==> src/rtl/lpht_pkg.sv <==
// Types and codes shared by the hash table unit and its checker.
`timescale 1ns / 1ps

package lpht_pkg;

    localparam int SLOT_OUT_W = 4;

    localparam logic [1:0] ACT_INSERT = 2'd0;
    localparam logic [1:0] ACT_SEARCH = 2'd1;
    localparam logic [1:0] ACT_DELETE = 2'd2;

    typedef enum logic [2:0] {
        RES_ADDED   = 3'd0,
        RES_DUP     = 3'd1,
        RES_FULL    = 3'd2,
        RES_FOUND   = 3'd3,
        RES_MISS    = 3'd4,
        RES_DELETED = 3'd5
    } result_t;

    typedef enum logic [1:0] {
        ST_EMPTY = 2'd0,
        ST_USED  = 2'd1,
        ST_TOMB  = 2'd2
    } slot_state_t;

endpackage

==> src/rtl/linear_probe_hash_table_unit.sv <==
// Open-addressing hash table with linear probing, tombstones and a sequential probe engine.
//
//   channel | handshake            | payload
//   --------+----------------------+-------------------------------------------------
//   in      | in_valid / in_stall  | action, key, soil_code, crop_code, yield_tenths
//   out     | out_valid / out_stall| status, slot, found_soil, found_crop, found_yield
//
// One transfer in, then slots are probed in turn from the home slot (1 to TABLE_SLOTS
// of them) through the registered slot read port of the status and record memories.
// When TABLE_SLOTS is not a power of two, the home-slot remainder is first reduced on
// one shared compare-subtract unit. After reset a clearing pass empties the status
// memory; in_stall stays high meanwhile. in_stall is high while an item is in work; a
// stalled result holds and the next item is still taken, but it cannot finish until the held result is taken.
`timescale 1ns / 1ps

module linear_probe_hash_table_unit
    import lpht_pkg::*;
#(
    parameter int TABLE_SLOTS = 16,
    parameter int KEY_BYTES   = 8
)
(
    input  logic        clk,
    input  logic        rst_n,
    input  logic        in_valid,
    output logic        in_stall,
    input  logic [1:0]  action,
    input  logic [63:0] key,
    input  logic [7:0]  soil_code,
    input  logic [7:0]  crop_code,
    input  logic [15:0] yield_tenths,
    output logic        out_valid,
    input  logic        out_stall,
    output logic [2:0]  status,
    output logic [3:0]  slot,
    output logic [7:0]  found_soil,
    output logic [7:0]  found_crop,
    output logic [15:0] found_yield
);

    localparam int IDX_W  = $clog2(TABLE_SLOTS);
    localparam int CNT_W  = $clog2(TABLE_SLOTS + 1);
    localparam int KEY_W  = 8 * KEY_BYTES;
    localparam int REC_W  = KEY_W + 32;
    localparam int SUM_W  = $clog2(KEY_BYTES * 255 + 1);
    localparam int DW     = SUM_W + IDX_W + 1;
    localparam bit POW2   = ((1 << IDX_W) == TABLE_SLOTS);
    localparam int K0     = (SUM_W > IDX_W) ? (SUM_W - IDX_W) : 0;
    localparam int STEP_W = $clog2(K0 + 2);
    localparam logic [IDX_W-1:0] LAST_IDX = IDX_W'(TABLE_SLOTS - 1);

    typedef enum logic [1:0] {
        S_CLEAR,
        S_IDLE,
        S_MOD,
        S_PROBE
    } state_t;

    state_t            state_reg, state_next;
    logic [IDX_W-1:0]  idx_reg, idx_next;
    logic [CNT_W-1:0]  cnt_reg, cnt_next;
    logic              tomb_valid_reg, tomb_valid_next;
    logic [IDX_W-1:0]  tomb_idx_reg, tomb_idx_next;
    logic [1:0]        action_reg, action_next;
    logic [KEY_W-1:0]  key_reg, key_next;
    logic [7:0]        soil_reg, soil_next;
    logic [7:0]        crop_reg, crop_next;
    logic [15:0]       yield_reg, yield_next;
    logic [SUM_W-1:0]  rem_reg, rem_next;
    logic [DW-1:0]     div_reg, div_next;
    logic [STEP_W-1:0] step_reg, step_next;
    logic              out_valid_reg, out_valid_next;
    result_t           status_reg, status_next;
    logic [3:0]        slot_reg, slot_next;
    logic [7:0]        fsoil_reg, fsoil_next;
    logic [7:0]        fcrop_reg, fcrop_next;
    logic [15:0]       fyield_reg, fyield_next;

    slot_state_t       stat_mem [TABLE_SLOTS];
    logic [REC_W-1:0]  rec_mem  [TABLE_SLOTS];
    slot_state_t       stat_rd_reg;
    logic [REC_W-1:0]  rec_rd_reg;

    logic [IDX_W-1:0]  rd_addr;
    logic              stat_we;
    logic [IDX_W-1:0]  stat_wa;
    slot_state_t       stat_wd;
    logic              rec_we;
    logic [IDX_W-1:0]  rec_wa;
    logic [REC_W-1:0]  rec_wd;

    logic [SUM_W-1:0]  sum_in;
    logic [DW-1:0]     sum_ext;

    always_comb
    begin
        sum_in = '0;
        for (int i = 0; i < KEY_BYTES; i++)
        begin
            sum_in = sum_in + SUM_W'(key[8*i +: 8]);
        end
    end

    assign sum_ext = DW'(sum_in);

    always_comb
    begin
        logic              out_free;
        logic              key_hit;
        logic              wrap;
        logic [CNT_W-1:0]  cnt_inc;
        logic              tv;
        logic [IDX_W-1:0]  ti;
        logic              finish;
        result_t           res;
        logic [IDX_W-1:0]  res_slot;
        logic              res_found;
        logic              do_stat_we;
        slot_state_t       do_stat_wd;
        logic              do_rec_we;
        logic [IDX_W-1:0]  wr_idx;
        logic [DW-1:0]     rem_ext;
        logic [DW-1:0]     diff;
        logic [IDX_W+3:0]  slot_ext;

        state_next      = state_reg;
        idx_next        = idx_reg;
        cnt_next        = cnt_reg;
        tomb_valid_next = tomb_valid_reg;
        tomb_idx_next   = tomb_idx_reg;
        action_next     = action_reg;
        key_next        = key_reg;
        soil_next       = soil_reg;
        crop_next       = crop_reg;
        yield_next      = yield_reg;
        rem_next        = rem_reg;
        div_next        = div_reg;
        step_next       = step_reg;
        out_valid_next  = out_valid_reg;
        status_next     = status_reg;
        slot_next       = slot_reg;
        fsoil_next      = fsoil_reg;
        fcrop_next      = fcrop_reg;
        fyield_next     = fyield_reg;

        stat_we = 1'b0;
        stat_wa = idx_reg;
        stat_wd = ST_EMPTY;
        rec_we  = 1'b0;
        rec_wa  = idx_reg;
        rec_wd  = {key_reg, soil_reg, crop_reg, yield_reg};

        out_free = !out_valid_reg || !out_stall;
        if (out_valid_reg && !out_stall)
        begin
            out_valid_next = 1'b0;
        end

        key_hit    = (rec_rd_reg[REC_W-1 -: KEY_W] == key_reg);
        cnt_inc    = cnt_reg + CNT_W'(1);
        wrap       = (cnt_inc == CNT_W'(TABLE_SLOTS));
        tv         = tomb_valid_reg || (stat_rd_reg == ST_TOMB);
        ti         = tomb_valid_reg ? tomb_idx_reg : idx_reg;
        finish     = 1'b0;
        res        = RES_MISS;
        res_slot   = '0;
        res_found  = 1'b0;
        do_stat_we = 1'b0;
        do_stat_wd = ST_USED;
        do_rec_we  = 1'b0;
        wr_idx     = idx_reg;
        rem_ext    = DW'(rem_reg);
        diff       = (rem_ext >= div_reg) ? (rem_ext - div_reg) : rem_ext;
        slot_ext   = '0;

        case (state_reg)
            S_CLEAR:
            begin
                stat_we = 1'b1;
                if (idx_reg == LAST_IDX)
                begin
                    idx_next   = '0;
                    state_next = S_IDLE;
                end
                else
                begin
                    idx_next = idx_reg + IDX_W'(1);
                end
            end
            S_IDLE:
            begin
                if (in_valid)
                begin
                    action_next     = action;
                    key_next        = key[KEY_W-1:0];
                    soil_next       = soil_code;
                    crop_next       = crop_code;
                    yield_next      = yield_tenths;
                    cnt_next        = '0;
                    tomb_valid_next = 1'b0;
                    if (POW2)
                    begin
                        idx_next   = sum_ext[IDX_W-1:0];
                        state_next = S_PROBE;
                    end
                    else
                    begin
                        rem_next   = sum_in;
                        div_next   = DW'(TABLE_SLOTS) << K0;
                        step_next  = STEP_W'(K0);
                        state_next = S_MOD;
                    end
                end
            end
            S_MOD:
            begin
                rem_next  = diff[SUM_W-1:0];
                div_next  = div_reg >> 1;
                step_next = step_reg - STEP_W'(1);
                if (step_reg == '0)
                begin
                    idx_next   = diff[IDX_W-1:0];
                    state_next = S_PROBE;
                end
            end
            S_PROBE:
            begin
                case (action_reg)
                    ACT_INSERT:
                    begin
                        if (stat_rd_reg == ST_EMPTY)
                        begin
                            finish     = 1'b1;
                            wr_idx     = ti;
                            do_stat_we = 1'b1;
                            do_rec_we  = 1'b1;
                            res        = RES_ADDED;
                            res_slot   = ti;
                        end
                        else if (stat_rd_reg == ST_USED && key_hit)
                        begin
                            finish   = 1'b1;
                            res      = RES_DUP;
                            res_slot = idx_reg;
                        end
                        else if (wrap)
                        begin
                            finish = 1'b1;
                            if (tv)
                            begin
                                wr_idx     = ti;
                                do_stat_we = 1'b1;
                                do_rec_we  = 1'b1;
                                res        = RES_ADDED;
                                res_slot   = ti;
                            end
                            else
                            begin
                                res = RES_FULL;
                            end
                        end
                    end
                    ACT_SEARCH, ACT_DELETE:
                    begin
                        if (stat_rd_reg == ST_EMPTY)
                        begin
                            finish = 1'b1;
                        end
                        else if (stat_rd_reg == ST_USED && key_hit)
                        begin
                            finish   = 1'b1;
                            res_slot = idx_reg;
                            if (action_reg == ACT_SEARCH)
                            begin
                                res       = RES_FOUND;
                                res_found = 1'b1;
                            end
                            else
                            begin
                                res        = RES_DELETED;
                                do_stat_we = 1'b1;
                                do_stat_wd = ST_TOMB;
                            end
                        end
                        else if (wrap)
                        begin
                            finish = 1'b1;
                        end
                    end
                    default:
                    begin
                        finish = 1'b1;
                    end
                endcase

                if (finish)
                begin
                    if (out_free)
                    begin
                        stat_we        = do_stat_we;
                        stat_wa        = wr_idx;
                        stat_wd        = do_stat_wd;
                        rec_we         = do_rec_we;
                        rec_wa         = wr_idx;
                        slot_ext       = {4'b0, res_slot};
                        out_valid_next = 1'b1;
                        status_next    = res;
                        slot_next      = slot_ext[3:0];
                        fsoil_next     = res_found ? rec_rd_reg[31:24] : 8'd0;
                        fcrop_next     = res_found ? rec_rd_reg[23:16] : 8'd0;
                        fyield_next    = res_found ? rec_rd_reg[15:0] : 16'd0;
                        state_next     = S_IDLE;
                    end
                end
                else
                begin
                    idx_next        = (idx_reg == LAST_IDX) ? '0 : idx_reg + IDX_W'(1);
                    cnt_next        = cnt_inc;
                    tomb_valid_next = tv;
                    tomb_idx_next   = ti;
                end
            end
            default:
            begin
                state_next = S_CLEAR;
            end
        endcase

        rd_addr = idx_next;
    end

    always_ff @(posedge clk or negedge rst_n)
    begin
        if (!rst_n)
        begin
            state_reg      <= S_CLEAR;
            idx_reg        <= '0;
            cnt_reg        <= '0;
            tomb_valid_reg <= 1'b0;
            out_valid_reg  <= 1'b0;
            step_reg       <= '0;
        end
        else
        begin
            state_reg      <= state_next;
            idx_reg        <= idx_next;
            cnt_reg        <= cnt_next;
            tomb_valid_reg <= tomb_valid_next;
            out_valid_reg  <= out_valid_next;
            step_reg       <= step_next;
        end
    end

    always_ff @(posedge clk)
    begin
        tomb_idx_reg <= tomb_idx_next;
        action_reg   <= action_next;
        key_reg      <= key_next;
        soil_reg     <= soil_next;
        crop_reg     <= crop_next;
        yield_reg    <= yield_next;
        rem_reg      <= rem_next;
        div_reg      <= div_next;
        status_reg   <= status_next;
        slot_reg     <= slot_next;
        fsoil_reg    <= fsoil_next;
        fcrop_reg    <= fcrop_next;
        fyield_reg   <= fyield_next;
    end

    always_ff @(posedge clk)
    begin
        if (stat_we)
        begin
            stat_mem[stat_wa] <= stat_wd;
        end
        stat_rd_reg <= stat_mem[rd_addr];
    end

    always_ff @(posedge clk)
    begin
        if (rec_we)
        begin
            rec_mem[rec_wa] <= rec_wd;
        end
        rec_rd_reg <= rec_mem[rd_addr];
    end

    assign in_stall    = (state_reg != S_IDLE);
    assign out_valid   = out_valid_reg;
    assign status      = status_reg;
    assign slot        = slot_reg;
    assign found_soil  = fsoil_reg;
    assign found_crop  = fcrop_reg;
    assign found_yield = fyield_reg;

endmodule

==> config.mk <==
export PLATFORM = sky130hd
export DESIGN_NAME = linear_probe_hash_table_unit
export DESIGN_NICKNAME = d
export VERILOG_FILES = /design/src/rtl/lpht_pkg.sv /design/src/rtl/linear_probe_hash_table_unit.sv
export SDC_FILE = /design/constraint.sdc
export NUM_CORES = 2
export LEC_CHECK = 0
export ABC_CLOCK_PERIOD_IN_PS = 18030
export BUFFER_PORTS_ARGS = -buffer_cell sky130_fd_sc_hd__buf_2
export CELL_PAD_IN_SITES_DETAIL_PLACEMENT = 1
export CELL_PAD_IN_SITES_GLOBAL_PLACEMENT = 1
export CORE_MARGIN = 1
export CORE_UTILIZATION = 50
export CTS_BUF_LIST = sky130_fd_sc_hd__clkbuf_4 sky130_fd_sc_hd__clkbuf_8
export DETAILED_ROUTE_END_ITERATION = 12
export GPL_TIMING_DRIVEN = 0
export PLACE_DENSITY = 0.73
export SETUP_SLACK_MARGIN = 0.1
export SYNTH_ARGS = -nofsm -noshare
export SYNTH_HDL_FRONTEND = slang
export SYNTH_SLANG_ARGS = --single-unit
==> constraint.sdc <==
create_clock -name clk -period 18.03 [get_ports clk]
set_input_delay 2.7045 -clock clk [delete_from_list [all_inputs] [get_ports clk]]
set_output_delay 2.7045 -clock clk [all_outputs]
set_load 0.02 [all_outputs]
==> qor.txt <==
clock sink count: 1824
post-synthesis async set-or-reset flop share: 0.932%
status: complete, but fails checks
CTS tree: done
Fin. Hold Viols: 0
TritonRoute pass-1 iters: 6
leading cell types in the layout, fill and taps excluded: edfxtp_1, nand2_1, nand3_1
Cells after Synth: 4806
adder-cell share of the synthesized area: 0.659%
total CTS buffers: 318
simple-gate portion of the synthesized area: 10.3%
flops & latches, synth: 1824
post-synthesis mux area share: 7.03%
first-pass GRT wire length: 305000 um
count of different cell masters after synthesis: 64
CTS Hold Bufs: 0
Cell Pwr Density: 191 mW/mm2
Final ANT Viol Nets: 0
Starting Density: 50.7%
PnR Total Power: 15.6 mW
GR Util All Layers: 29.5%
commonest non-fill, non-tap cell in the layout: edfxtp_1
Max Freq: 108 MHz
Worst-path clk slew: 0.06 ns
nets: 5477
share of layout cells above drive strength 1: 14.8%
fin crit share: 51.2%
Synth Area in Compound Gates: 3.68%
initial drt markers: 4637
WP data required: 18.95 ns
# Post-CTS Setup Buffers: 0
# resized after CTS: 0
GPL Wtd Cong: 0.849
non-filler cells, final: 7459
post-synthesis sequential area ratio: 75.6%
area added between synthesis and finish: 15.2%
final core occ: 58.4%
Finished Cell Area: 0.0819 mm2
number of global-route vias before repair: 46.1k
clk_skew: 0.0645 ns
GRT overflow: 0
IO Pins: 143
nature of the critical path startpoint: primary input
LEAKAGE: 29.9 nW
CTS Root Cell: clkbuf_8
Port Buf Inserts: 142
Die ar.: 0.144 mm2
Primary FF master, synth: edfxtp_1
synthesized cell area: 0.0711 mm2
largest net degree at the start of global routing: 46
Period minus WS final: 9.22 ns
area post-placement: 0.0757 mm2
worst-skew pair later-pin latency: 1.02 ns
CP endpoint kind: register
kind of critical path: primary input to register
Avg WL per Cell: 28.3 um
largest family of logic cells by synthesized area: simple AND/OR/NAND/NOR gates
Via-to-Cell Ratio: 5.92
Syn Nets: 4937
peak supply drop: 143 uV
share of the synthesized area in the top cell type: 72.2%
Die H: 379 um
failing checks: capacitance limit, slew limit
Yosys top cell by area: edfxtp_1
RSZ-0062 raised after global routing: false
via count: 44.2k
htree depth: 5
critical path arrival: 10.14 ns
Post-Synth XOR/XNOR Area: 0.924%
top post-synthesis cells by area: edfxtp_1, mux2i_1, nand2_1
DRC: 0
core area: 0.140 mm2
Slew HR: -1.20%
Hold/Removal Path Class: register to register
Post-Place Cells: 6901
initial antenna violation count: 10
hpwl dp: 140000 um
Synthesis Warnings: 0
MaxCap Viol Count: 1
Max FO, Critical Path: 10
DRT Wirelength: 211000 um
CTS Buffer Depth: 4
final setup vio count: 0
Max Transition Viols Final: 11
num rows: 137
Largest register FFs: 1536
Die X: 379 um
Worst Tran Pin Value: 1.52 ns
mean area per synthesized cell: 14.8 um2
number of synthesized flops with an enable pin: 1709
[stage by stage]
step	hold WS, ns	setup WS [ns]	TNS (ns)
after detailed placement	0.483	8.12	0
after CTS	0.497	9.14	0
after global placement	0.459	-7.91	-756.90
after global routing	0.509	8.87	0
final	0.493	8.81	0
after floorplan	0.443	4.23	0
[synthesized netlist by cell type, types with 2 or more instances]
cell type and instances:
edfxtp_1 1709, nand2_1 1010, nand3_1 498, mux2i_1 496, clkbuf_1 157, a21oi_1 111, a22oi_1 100, o2111ai_1 100
dfxtp_1 98, buf_2 69, nor2_1 59, xnor2_1 59, inv_1 52, and2_1 35, buf_1 29, nand4_1 23
dfrtp_1 17, o21ai_0 16, xor2_1 16, ha_1 15, fa_1 14, nand2b_1 12, nor3_1 12, nor4_1 12
nor2b_1 11, a31oi_1 7, and3_1 7, o211ai_1 4, o221ai_1 4, a31o_2 3, buf_4 3, mux2_2 3
or2_2 3, or4_1 3, a2111oi_0 2, a211oi_2 2, a21oi_2 2, nand4b_1 2, nor2_2 2, nor3b_1 2
o21a_1 2, o21ai_1 2, o21bai_1 2
[layout make-up]
class                      count  area (um2)
fill                       13400       58400
sequential                  1824       53700
multi-input combinational   2670       16200
clock buffer                 457        5600
tap                         1876        2350
timing repair buffer         220        2170
buffer                       258        1080
clock inverter                95         539
inverter                      54         203
antenna                        5        12.5
[worst max-delay path, cell delays in order]
cell and delay, ns:
buf_2 0.23, inv_1 0.10, fa_1 0.49, fa_1 0.61
fa_1 0.52, fa_1 0.49, inv_1 0.09, ha_1 0.22
xnor2_1 0.15, xnor2_1 0.11, xnor2_1 0.17, xnor2_1 0.58
a221oi_1 0.22, o221ai_1 0.27, nor3_1 0.20, nor2_2 1.00
clkbuf_1 0.84, clkbuf_1 0.67, a22oi_1 0.24, nand3_1 0.21
[routing by layer]
| metal | share of wire, % | wire, um | GRT usage [%] | up-vias |
|---|---|---|---|---|
| li1 | - | - | - | 19100 |
| met1 | 41 | 87600 | 40.2 | 22700 |
| met3 | 7.7 | 16200 | 5.75 | 442 |
| met2 | 47 | 99400 | 46.9 | 1933 |
| met5 | 0.013 | 27 | 0 | - |
| met4 | 3.8 | 8010 | 11.7 | 4 |
[final timing paths]
check                            start             end  slack (ns)  cells after the start
setup reg to reg           key_reg[47]  rec_rd_reg[84]       10.47                     14
hold / removal             step_reg[3]     step_reg[3]        0.49                      1
hold reg to reg            step_reg[3]     step_reg[3]        0.49                      1
max in group asynchronous        rst_n  tomb_valid_reg       16.06                      1
min in group asynchronous        rst_n      idx_reg[0]        1.65                      1
setup / recovery               key[33]  rec_rd_reg[84]        8.81                     20
[power breakdown]
part / internal, mW / switching (mW) / total, mW
Sequential: 5.04 / 0.252 / 5.30
Clock: 2.06 / 1.65 / 3.70
Combinational: 1.89 / 4.75 / 6.65
[logic make-up after synthesis]
| group | Yosys count |
|---|---|
| XOR/XNOR | 75 |
| AO/OA/AOI/OAI | 369 |
| adder cells (fa/ha/maj) | 29 |
| buffers and inverters | 312 |
| AND/OR/NAND/NOR | 1698 |
| flip-flops | 1824 |
| multiplexers | 499 |
Power figures use the tool's default switching activity.
